## src/design/dlrq_pkg.sv

```systemverilog
// shared types and constants for the deferred load request queue
package dlrq_pkg;

  localparam logic [3:0] TYPE_LIMIT     = 4'd9;
  localparam logic [3:0] COOLDOWN_RESET = 4'd3;

  typedef enum logic {
    OP_ENQUEUE = 1'b0,
    OP_PROCESS = 1'b1
  } opcode_e;

  typedef enum logic [1:0] {
    KIND_STATUS   = 2'd0,
    KIND_DISPATCH = 2'd1,
    KIND_IDLE     = 2'd2
  } kind_e;

  typedef enum logic [1:0] {
    ST_OK       = 2'd0,
    ST_FULL     = 2'd1,
    ST_BAD_TYPE = 2'd2,
    ST_DUP      = 2'd3
  } status_e;

  typedef struct packed {
    logic [3:0]  ty;
    logic [31:0] asset;
    logic [31:0] target;
    logic [31:0] context_w;
    logic [7:0]  mark;
  } entry_t;

  typedef struct packed {
    logic load;
    logic shift;
  } cell_ctrl_t;

endpackage

```

## src/design/dlrq_cell.sv

```systemverilog
// one queue slot: holds an entry, loads from the host side or takes its neighbor's entry
module dlrq_cell (
  input  logic                clk_i,
  input  dlrq_pkg::cell_ctrl_t ctrl_i,
  input  dlrq_pkg::entry_t    wr_entry_i,
  input  dlrq_pkg::entry_t    nxt_entry_i,
  input  logic [31:0]         cmp_target_i,
  input  logic                force_i,
  output dlrq_pkg::entry_t    entry_o,
  output logic                match_o,
  output logic                elig_o
);
  import dlrq_pkg::*;

  entry_t entry_q;

  always_ff @(posedge clk_i) begin
    if (ctrl_i.load) begin
      entry_q <= wr_entry_i;
    end else if (ctrl_i.shift) begin
      entry_q <= nxt_entry_i;
    end
  end

  assign entry_o = entry_q;
  assign match_o = (entry_q.target == cmp_target_i);
  assign elig_o  = force_i | (entry_q.mark == 8'd0);

endmodule

```

## src/design/dlrq_chain.sv

```systemverilog
// row of queue cells with head select, duplicate search and range eligibility
module dlrq_chain #(
  parameter int unsigned QUEUE_DEPTH = 16,
  localparam int unsigned CW = $clog2(QUEUE_DEPTH + 1),
  localparam int unsigned IW = $clog2(QUEUE_DEPTH)
) (
  input  logic             clk_i,
  input  logic [CW-1:0]    count_i,
  input  logic [CW-1:0]    head_i,
  input  logic [CW-1:0]    lo_i,
  input  logic [CW-1:0]    hi_i,
  input  logic             wr_en_i,
  input  dlrq_pkg::entry_t wr_entry_i,
  input  logic             shift_en_i,
  input  logic             force_i,
  input  logic [31:0]      cmp_target_i,
  output dlrq_pkg::entry_t head_o,
  output logic             dup_o,
  output logic             elig_o
);
  import dlrq_pkg::*;

  entry_t                 entries [QUEUE_DEPTH];
  cell_ctrl_t             ctrl    [QUEUE_DEPTH];
  logic [QUEUE_DEPTH-1:0] match;
  logic [QUEUE_DEPTH-1:0] elig;
  logic [QUEUE_DEPTH-1:0] dup_vec;
  logic [QUEUE_DEPTH-1:0] range_vec;

  for (genvar i = 0; i < QUEUE_DEPTH; i++) begin : g_cell
    entry_t nxt;
    if (i == QUEUE_DEPTH - 1) begin : g_last
      assign nxt = entries[i];
    end else begin : g_mid
      assign nxt = entries[i+1];
    end

    assign ctrl[i].load  = wr_en_i & (count_i == CW'(i));
    assign ctrl[i].shift = shift_en_i & (CW'(i) >= head_i);

    dlrq_cell u_cell (
      .clk_i        (clk_i),
      .ctrl_i       (ctrl[i]),
      .wr_entry_i   (wr_entry_i),
      .nxt_entry_i  (nxt),
      .cmp_target_i (cmp_target_i),
      .force_i      (force_i),
      .entry_o      (entries[i]),
      .match_o      (match[i]),
      .elig_o       (elig[i])
    );

    assign dup_vec[i]   = match[i] & (CW'(i) < count_i);
    assign range_vec[i] = elig[i] & (CW'(i) >= lo_i) & (CW'(i) < hi_i);
  end

  assign head_o = entries[head_i[IW-1:0]];
  assign dup_o  = |dup_vec;
  assign elig_o = |range_vec;

endmodule

```

## src/design/deferred_load_request_queue.sv

```systemverilog
// top level: request queue control, dispatch walk and result register
// enqueue: status result registered on the transfer; one item per cycle when drained
// process: one held entry examined per cycle at the head cell, each once per pass, stalled
// while a dispatch result waits on the output; dispatch results leave at most one per cycle
// a pass with no dispatch answers with a registered idle result; reset empties the queue,
// clears cooldown, loads cooldown_reload with 3; entry storage is not cleared
module deferred_load_request_queue #(
  parameter int unsigned QUEUE_DEPTH = 16
) (
  input  logic        clk_i,
  input  logic        rst_ni,
  input  logic        cfg_valid_i,
  output logic        cfg_ready_o,
  input  logic [3:0]  cfg_data_i,
  input  logic        in_valid_i,
  output logic        in_ready_o,
  input  logic        opcode_i,
  input  logic [3:0]  item_type_i,
  input  logic [31:0] item_index_i,
  input  logic [31:0] target_handle_i,
  input  logic [31:0] context_word_i,
  input  logic [7:0]  deferred_mark_i,
  input  logic        force_all_i,
  output logic        out_valid_o,
  input  logic        out_ready_i,
  output logic [1:0]  result_kind_o,
  output logic [1:0]  status_o,
  output logic [3:0]  out_type_o,
  output logic [31:0] out_index_o,
  output logic [31:0] out_target_o,
  output logic [31:0] out_context_o,
  output logic        last_result_o
);
  import dlrq_pkg::*;

  localparam int unsigned CW = $clog2(QUEUE_DEPTH + 1);

  typedef enum logic {
    S_IDLE,
    S_WALK
  } state_e;

  state_e        state_q;
  logic [CW-1:0] count_q;
  logic [CW-1:0] k_q;
  logic [CW-1:0] e_q;
  logic [3:0]    cooldown_q;
  logic [3:0]    reload_q;
  logic          force_q;
  logic          promote_q;

  logic          out_valid_q;
  kind_e         kind_q;
  status_e       status_q;
  logic [3:0]    type_q;
  logic [31:0]   index_q;
  logic [31:0]   target_q;
  logic [31:0]   context_q;
  logic          last_q;

  logic          slot_free;
  logic          is_walk;
  logic          in_xfer;
  logic          is_enq;
  logic          queue_full;
  status_e       enq_status;
  logic          enq_write;
  logic [3:0]    cd_dec;
  logic          promote;
  logic          disp_any;
  logic          head_disp;
  logic          step_go;
  logic          shift_en;
  logic          res_load;
  logic [CW-1:0] k_nxt;
  logic [CW-1:0] e_nxt;
  logic [CW-1:0] range_lo;
  logic [CW-1:0] range_hi;
  logic          chain_force;
  entry_t        wr_entry;
  entry_t        head;
  logic          dup_hit;
  logic          elig_any;

  assign slot_free   = ~out_valid_q | out_ready_i;
  assign is_walk     = (state_q == S_WALK);
  assign in_ready_o  = ~is_walk & slot_free;
  assign cfg_ready_o = 1'b1;
  assign in_xfer     = in_valid_i & in_ready_o;
  assign is_enq      = (opcode_i == OP_ENQUEUE);
  assign queue_full  = (count_q == CW'(QUEUE_DEPTH));

  assign range_lo    = is_walk ? (k_q + CW'(1)) : '0;
  assign range_hi    = is_walk ? e_q : count_q;
  assign chain_force = is_walk ? force_q : force_all_i;

  assign wr_entry.ty        = item_type_i;
  assign wr_entry.asset     = item_index_i;
  assign wr_entry.target    = target_handle_i;
  assign wr_entry.context_w = context_word_i;
  assign wr_entry.mark      = deferred_mark_i;

  always_comb begin
    if (queue_full) begin
      enq_status = ST_FULL;
    end else if (item_type_i >= TYPE_LIMIT) begin
      enq_status = ST_BAD_TYPE;
    end else if (dup_hit) begin
      enq_status = ST_DUP;
    end else begin
      enq_status = ST_OK;
    end
  end

  assign enq_write = in_xfer & is_enq & (enq_status == ST_OK);
  assign cd_dec    = (cooldown_q != 4'd0) ? (cooldown_q - 4'd1) : 4'd0;
  assign promote   = ~force_all_i & ~elig_any & (cd_dec == 4'd0);
  assign disp_any  = (count_q != '0) & (elig_any | promote);

  assign head_disp = promote_q | force_q | (head.mark == 8'd0);
  assign step_go   = is_walk & (~head_disp | slot_free);
  assign shift_en  = step_go & head_disp;
  assign res_load  = (in_xfer & (is_enq | ~disp_any)) | shift_en;
  assign k_nxt     = head_disp ? k_q : (k_q + CW'(1));
  assign e_nxt     = head_disp ? (e_q - CW'(1)) : e_q;

  dlrq_chain #(
    .QUEUE_DEPTH (QUEUE_DEPTH)
  ) u_chain (
    .clk_i        (clk_i),
    .count_i      (count_q),
    .head_i       (k_q),
    .lo_i         (range_lo),
    .hi_i         (range_hi),
    .wr_en_i      (enq_write),
    .wr_entry_i   (wr_entry),
    .shift_en_i   (shift_en),
    .force_i      (chain_force),
    .cmp_target_i (target_handle_i),
    .head_o       (head),
    .dup_o        (dup_hit),
    .elig_o       (elig_any)
  );

  always_ff @(posedge clk_i or negedge rst_ni) begin
    if (!rst_ni) begin
      state_q     <= S_IDLE;
      count_q     <= '0;
      k_q         <= '0;
      e_q         <= '0;
      cooldown_q  <= 4'd0;
      reload_q    <= COOLDOWN_RESET;
      force_q     <= 1'b0;
      promote_q   <= 1'b0;
      out_valid_q <= 1'b0;
      kind_q      <= KIND_STATUS;
      status_q    <= ST_OK;
      type_q      <= 4'd0;
      index_q     <= '0;
      target_q    <= '0;
      context_q   <= '0;
      last_q      <= 1'b0;
    end else begin
      if (cfg_valid_i) begin
        reload_q <= cfg_data_i;
      end
      if (res_load) begin
        out_valid_q <= 1'b1;
      end else if (out_ready_i) begin
        out_valid_q <= 1'b0;
      end
      case (state_q)
        S_IDLE: begin
          if (in_xfer) begin
            type_q      <= 4'd0;
            index_q     <= '0;
            target_q    <= '0;
            context_q   <= '0;
            last_q      <= 1'b1;
            if (is_enq) begin
              kind_q   <= KIND_STATUS;
              status_q <= enq_status;
              if (enq_write) begin
                count_q <= count_q + CW'(1);
              end
            end else if (disp_any) begin
              state_q     <= S_WALK;
              k_q         <= '0;
              e_q         <= count_q;
              force_q     <= force_all_i;
              promote_q   <= promote;
              cooldown_q  <= reload_q;
            end else begin
              kind_q     <= KIND_IDLE;
              status_q   <= ST_OK;
              cooldown_q <= cd_dec;
            end
          end
        end
        S_WALK: begin
          if (step_go) begin
            promote_q <= 1'b0;
            k_q       <= k_nxt;
            e_q       <= e_nxt;
            if (head_disp) begin
              kind_q      <= KIND_DISPATCH;
              status_q    <= ST_OK;
              type_q      <= head.ty;
              index_q     <= head.asset;
              target_q    <= head.target;
              context_q   <= head.context_w;
              last_q      <= ~elig_any;
            end
            if (k_nxt == e_nxt) begin
              state_q <= S_IDLE;
              count_q <= k_nxt;
            end
          end
        end
        default: begin
          state_q <= S_IDLE;
        end
      endcase
    end
  end

  assign out_valid_o   = out_valid_q;
  assign result_kind_o = kind_q;
  assign status_o      = status_q;
  assign out_type_o    = type_q;
  assign out_index_o   = index_q;
  assign out_target_o  = target_q;
  assign out_context_o = context_q;
  assign last_result_o = last_q;

endmodule
```

## config.mk

```make
export PLATFORM = sky130hd
export DESIGN_NAME = deferred_load_request_queue
export DESIGN_NICKNAME = d
export VERILOG_FILES = /design/src/design/dlrq_pkg.sv /design/src/design/dlrq_cell.sv /design/src/design/dlrq_chain.sv /design/src/design/deferred_load_request_queue.sv
export SDC_FILE = /design/constraint.sdc
export NUM_CORES = 2
export LEC_CHECK = 0
export BUFFER_PORTS_ARGS = -buffer_cell sky130_fd_sc_hd__buf_2
export CORE_MARGIN = 1
export CORE_UTILIZATION = 26
export CTS_BUF_LIST = sky130_fd_sc_hd__clkbuf_8
export DETAILED_ROUTE_END_ITERATION = 10
export GPL_ROUTABILITY_DRIVEN = 0
export PLACE_DENSITY = 0.37
export SYNTH_ARGS = -nofsm -noshare
export SYNTH_HDL_FRONTEND = slang
export SYNTH_SLANG_ARGS = --single-unit
```

## constraint.sdc

```tcl
create_clock -name clk_i -period 10.9 [get_ports clk_i]
set_clock_uncertainty 0.1 [all_clocks]
set_input_delay 2.18 -clock clk_i [delete_from_list [all_inputs] [get_ports clk_i]]
set_output_delay 2.18 -clock clk_i [all_outputs]
set_load 0.02 [all_outputs]
```

Word level (Yosys, flattened, before mapping) --
Cells that the tools add are included.
Storage, ports and cells: register bits after elaboration 1860, input port bits 119, output and inout port bits 108, word-level logic and storage cells 475
Cells by class: $add $sub $neg 4, order comparisons 65, equal/unequal tests 42, mux-type cells 102, bitwise gates (word level) 120, reductions and logical operators 46
Operators by type and width (number):
- $mux W108 | 32
- $eq A32 B32 Y1 | 16
- $bmux W108 S4 | 1
- $mux W32 | 7
- $pmux W32 S2 | 3
- $logic_not A8 Y1 | 17
- $and A1 B1 Y1 | 89
- $mux W5 | 17
- $lt A4 B5 Y1 const A | 16
- $ge A4 B5 Y1 const A | 15
- $eq A5 B4 Y1 const B | 8
- $ge A3 B5 Y1 const A | 8
- $lt A3 B5 Y1 const A | 8
- $reduce_bool A2 Y1 | 16
- $reduce_or A16 Y1 | 2
- $pmux W5 S2 | 3
- $mux W2 | 13
- $or A1 B1 Y1 | 23
- $eq A5 B3 Y1 const B | 4
- $ge A1 B5 Y1 const A | 4
- $ge A2 B5 Y1 const A | 4
- $lt A1 B5 Y1 const A | 4
- $lt A2 B5 Y1 const A | 4
- $mux W4 | 5
- other kinds (26) | 60

Longest topological paths before layout --
word-level depth 16, depth in mapped cells 17, gate-level depth less buffers 11

Cells and area by module --
From an unflattened synthesis, not the netlist that was laid out.
Unflattened totals: cells, all modules 5908, area, all modules 99108.8 µm²
By module, submodules not included:
- dlrq_cell | times used 16, cells an instance 275, area each 4944.7 µm², sequential area each 3243.1 µm²
- dlrq_chain | times used 1, cells an instance 814, area each 13795.7 µm², sequential area each 0.0 µm²
- deferred_load_request_queue | times used 1, cells an instance 694, area each 6197.2 µm², sequential area each 3305.7 µm²

Least setup slack after synthesis --
No wires, ideal clock.
kind input to register, from in out_ready_i, to reg u_chain.g_cell[2].u_cell.entry_q, in the netlist u_chain.g_cell[2].u_cell.entry_o[0] (enable), library setup time 0.724 ns, arrival 11.050 ns, required time 10.076 ns, setup slack -0.974 ns, stages on the path 9, cell sequence nor2b_1 > clkbuf_1 > nor2b_1 > buf_2 > nand2_1 > or2_1 > clkbuf_1 > or3_1 > o21ai_0
On the way: cells in the longest elaborated chain, start to end 7
RTL lines:
- start: declaration | line deferred_load_request_queue.sv:25 | input logic out_ready_i,
- $or A1 B1 Y1 (*) | line deferred_load_request_queue.sv:85 | assign slot_free = ~out_valid_q | out_ready_i;
- $and A1 B1 Y1 | line deferred_load_request_queue.sv:87 | assign in_ready_o = ~is_walk & slot_free;
- $and A1 B1 Y1 | line deferred_load_request_queue.sv:89 | assign in_xfer = in_valid_i & in_ready_o;
- $and A1 B1 Y1 (2 in a row) | line deferred_load_request_queue.sv:115 | assign enq_write = in_xfer & is_enq & (enq_status == ST_OK);
- $and A1 B1 Y1 | line dlrq_chain.sv:38 | assign ctrl[i].load = wr_en_i & (count_i == CW'(i));
- $reduce_bool A2 Y1 (no source line) (*)
- end signal: assignment | line dlrq_cell.sv:19 | entry_q <= wr_entry_i;
- end signal: assignment | line dlrq_cell.sv:21 | entry_q <= nxt_entry_i;
- end: declaration | line dlrq_cell.sv:15 | entry_t entry_q;
Every way passes the cells marked *; elsewhere a longest branch is shown, timed or not. A chain may end at the register's enable or synchronous reset.

Worst setup path after layout --
from in target_handle_i[10], to reg u_chain.g_cell[14].u_cell.entry_q, in the netlist u_chain.g_cell[14].u_cell.entry_o[73] (enable)
On the way: cells in the longest elaborated chain, start to end 10
RTL lines:
- start: declaration | line deferred_load_request_queue.sv:20 | input logic [31:0] target_handle_i,
- $eq A32 B32 Y1 | line dlrq_cell.sv:26 | assign match_o = (entry_q.target == cmp_target_i);
- $and A1 B1 Y1 | line dlrq_chain.sv:53 | assign dup_vec[i] = match[i] & (CW'(i) < count_i);
- $reduce_or A16 Y1 (*) | line dlrq_chain.sv:58 | assign dup_o = |dup_vec;
- $mux W2 (*) | line deferred_load_request_queue.sv:108 | end else if (dup_hit) begin
- $mux W2 (*) | line deferred_load_request_queue.sv:106 | end else if (item_type_i >= TYPE_LIMIT) begin
- $mux W2 (*) | line deferred_load_request_queue.sv:104 | if (queue_full) begin
- $logic_not A2 Y1 (*) | line deferred_load_request_queue.sv:115
- $and A1 B1 Y1 (*) | line deferred_load_request_queue.sv:115
- $and A1 B1 Y1 (*) | line dlrq_chain.sv:38
- $reduce_bool A2 Y1 (no source line) (*)
- end signal: assignment | line dlrq_cell.sv:19
- end signal: assignment | line dlrq_cell.sv:21
- end: declaration | line dlrq_cell.sv:15
Marks and branches as above.

==> impl_metrics.ini <==
[routing]
vias = 58269
drtAntennaViolNets = 0
via_per_inst = 5.11
first_pass_iters = 7
route.detailed.drc = 0
drtIter0Drc = 5631
wirelength_um = 406000
wl_per_cell_um = 35.6

[grt]
antenna_found_initial = 67
grt_pass1_vias = 60487
gr-total-overflow = 0
grtUsageTotal = 0.210
use_met3 = 0.0407
grt_pass1_wl_um = 551000
grt_use_met2 = 0.340
grt_util_met1 = 0.285
grt.busiest_layer = met2
grt_max_degree = 109

[cts]
cts_resized = 0
clk_latency_ns = 1.13
clock-sinks = 1860
ctsHtreeMaxLevel = 5
cts_setup_buffers = 0
cts_tree = built
clock_path_buffers = 4
clk_pin_slew_ns = 0.06
hold_buffers = 0
root_buffer = clkbuf_8
cts_buffers = 370

[logic_synthesis]
ys_seq_area_frac = 0.566
yosys.area.top_type = edfxtp_1
synth_warnings = 0
synth_seq_cells = 1860
synthesis.nets = 6116
synth_flop_cell = edfxtp_1
syn_area_um2 = 97600
synthCells = 5990
synthTopCellsByArea = edfxtp_1, mux2_2, mux4_2, dfrtp_1, xor2_1
async_reset_ff_frac = 0.0710
avgSynthCellArea_um2 = 16.3
synth_top_area_share = 0.532
netlist-cell-type-count = 79
synth-edff-count = 1728

[worst_setup_path]
path_max_fanout = 32
startpoint_type = input port
critical_path_class = input port to flip-flop
cp.arrival_ns = 8.30
max_stage_delay_ns = 0.85
cp.depth = 12
endpoint_kind = flip-flop
r2r_cells = 12
required_ns = 11.48
critPathBufInv = 2
path_cells = buf_2 -> xor2_1 -> nor4_1 -> nand4_1 -> a2111oi_0 -> a2111oi_0 -> nand4_1 -> nor3_2 -> and4_4 -> and4_4 -> or2_4 -> buf_4
slowest_stage = and4_4
cp_top_family = simple AND/OR/NAND/NOR gates

[sta]
tightest_slew_ns = 1.49
slew_violations = 1
timing.slew.headroom = -0.00433
setup_violations = 0
min_period_over_period = 0.708
whs_ns = 0.371
rsz0062_at_grt = false
hold_viol = 0
max_freq_mhz = 130
layout_min_cycle_time_ns = 7.72
tns_ns = 0

[pwr]
vdd_drop_max_uv = 236
p_leak_nw = 36.0
power_density_nw_per_um2 = 295
fin_total_pwr_mw = 32.5

[floorplanning]
rows = 224
initial_core_util = 0.262
die_w_um = 615
core_um2 = 373000
dieArea_um2 = 378000
ios = 227
die_h_um = 615

[layout]
synthToLayoutAreaGrowth_pct = 13.0
utilization = 0.296
final_nets = 6261
finalNonFillerCells = 11413
final_layout_size_suffix_gt1_frac = 0.460

[hold_path]
min_path_cells = 2
worstHoldPathType = flip-flop to flip-flop

[place]
dp_hpwl_um = 242000
dp.cells = 10735
portBuffers = 225

[run_status]
failed_checks = capacitance limit, slew limit
outcome = complete, but fails checks

[flow_run]
max_cap_violations = 1
==> cell families (layout without fill, tap and decap cells) <==
logic type                 count (synthesis)  in the layout  synth area share
muxes                                   2136           2136             0.306
DFF                                     1860           1860             0.566
buffers and inverters                    590           1021            0.0317
and+or+nand+nor                          586            586            0.0299
xor gates and xnor gates                 530            530            0.0476
AOI/OAI and AO/OA                        280            280            0.0177
adders and majority gates                  7              7          0.000898
other                                      1             21         0.0000384
==> cell type report <==
cell class / instances / area [um^2]
well taps: 4972 / 6220
multi-input cells: 3540 / 39500
clock inverters: 259 / 1210
repair buffers: 343 / 2450
fillers: 37267 / 263000
clock buffers: 399 / 5490
diodes: 20 / 50.0
inverters: 20 / 82.6
flip-flops and latches: 1860 / 55200
==> layer usage <==
layer	part of all wire	vias up
met5	0.00042	-
met4	0.031	26
met3	0.056	611
met2	0.47	1890
met1	0.44	31759
li1	-	23983
==> placed cells by master, fill, tap and decap left out, types with 35 or more instances in the layout <==
master / Yosys / final
a21oi_1: 36 / 35
buf_2: 208 / 224
buf_4: 22 / 84
clkbuf_8: 0 / 399
clkinv_1: 1 / 64
dfrtp_1: 130 / 126
edfxtp_1: 1728 / 1728
inv_1: 19 / 169
mux2_2: 1566 / 1566
mux2_4: 54 / 54
mux4_2: 502 / 502
nand2_1: 246 / 243
nand4_1: 75 / 75
nor2_1: 41 / 39
nor3_1: 39 / 39
nor4_1: 95 / 93
o21ai_0: 127 / 124
xnor2_1: 229 / 229
xor2_1: 301 / 301
==> worst reg2reg max path, cell delays in order (launching register included) <==
cell       delay (ns)
dfrtp_1          0.66
nand2_1          0.45
nor2_1           0.19
buf_4            0.19
a21oi_1          0.27
nor3_1           0.17
a2111oi_1        0.57
nand4_1          0.44
nor3_2           0.28
and4_4           0.46
and4_4           0.86
or2_4            0.70
buf_4            0.67
==> where the power goes <==
part           leakage (nW)  internal (mW)  total (mW)  switching (mW)
logic                  14.4           4.82        12.3            7.49
clock network          3.96           3.44        6.81            3.37
registers              17.6           11.6        13.4            1.87
total                  36.0           19.8        32.5            12.7
==> final timing paths <==
path | startpoint | to | slack (ns)
max reg2reg | count_q[1]$_DFFE_PN0P_ | u_chain.g_cell[14].u_cell.entry_o[73]$_DFFE_PP_ | 4.42
min | out_target_o[26]$_DFFE_PN0P_ | out_target_o[26]$_DFFE_PN0P_ | 0.37
max in group asynchronous | rst_ni | out_context_o[7]$_DFFE_PN0P_ | 7.91
min in group asynchronous | rst_ni | out_target_o[11]$_DFFE_PN0P_ | 0.89
max | target_handle_i[10] | u_chain.g_cell[14].u_cell.entry_o[73]$_DFFE_PP_ | 3.18
min reg2reg | out_target_o[26]$_DFFE_PN0P_ | out_target_o[26]$_DFFE_PN0P_ | 0.37
==> cell usage after synthesis, types with 54 or more instances <==
library cell  count
mux4_2          502
nand2_1         246
edfxtp_1       1728
o21ai_0         127
clkbuf_1        229
nand4_1          75
mux2_2         1566
buf_2           208
buf_6            68
xor2_1          301
mux2_4           54
dfrtp_1         130
xnor2_1         229
nor4_1           95
==> sequential cells by signal (all words and copies together) (netlist names), 2 cells and up <==
| name | flops |
|---|---|
| cooldown_q | 4 |
| count_q | 5 |
| e_q | 5 |
| k_q | 5 |
| out_context_o | 32 |
| out_index_o | 32 |
| out_target_o | 32 |
| out_type_o | 4 |
| reload_q | 4 |
| result_kind_o | 2 |
| status_o | 2 |
| u_chain.g_cell.u_cell.entry_o | 1728 |
==> stage by stage <==
| step | setup WS, ns | cell area (um^2) |
|---|---|---|
| detailed placement | 2.37 | 103000 |
| global route | 3.17 | 110000 |
| global placement | 2.31 | 103000 |
| floorplan | -0.624 | 97600 |
| finish | 3.18 | 110000 |
| CTS | 3.53 | 110000 |
No activity file was read; power rests on OpenSTA's default activity.
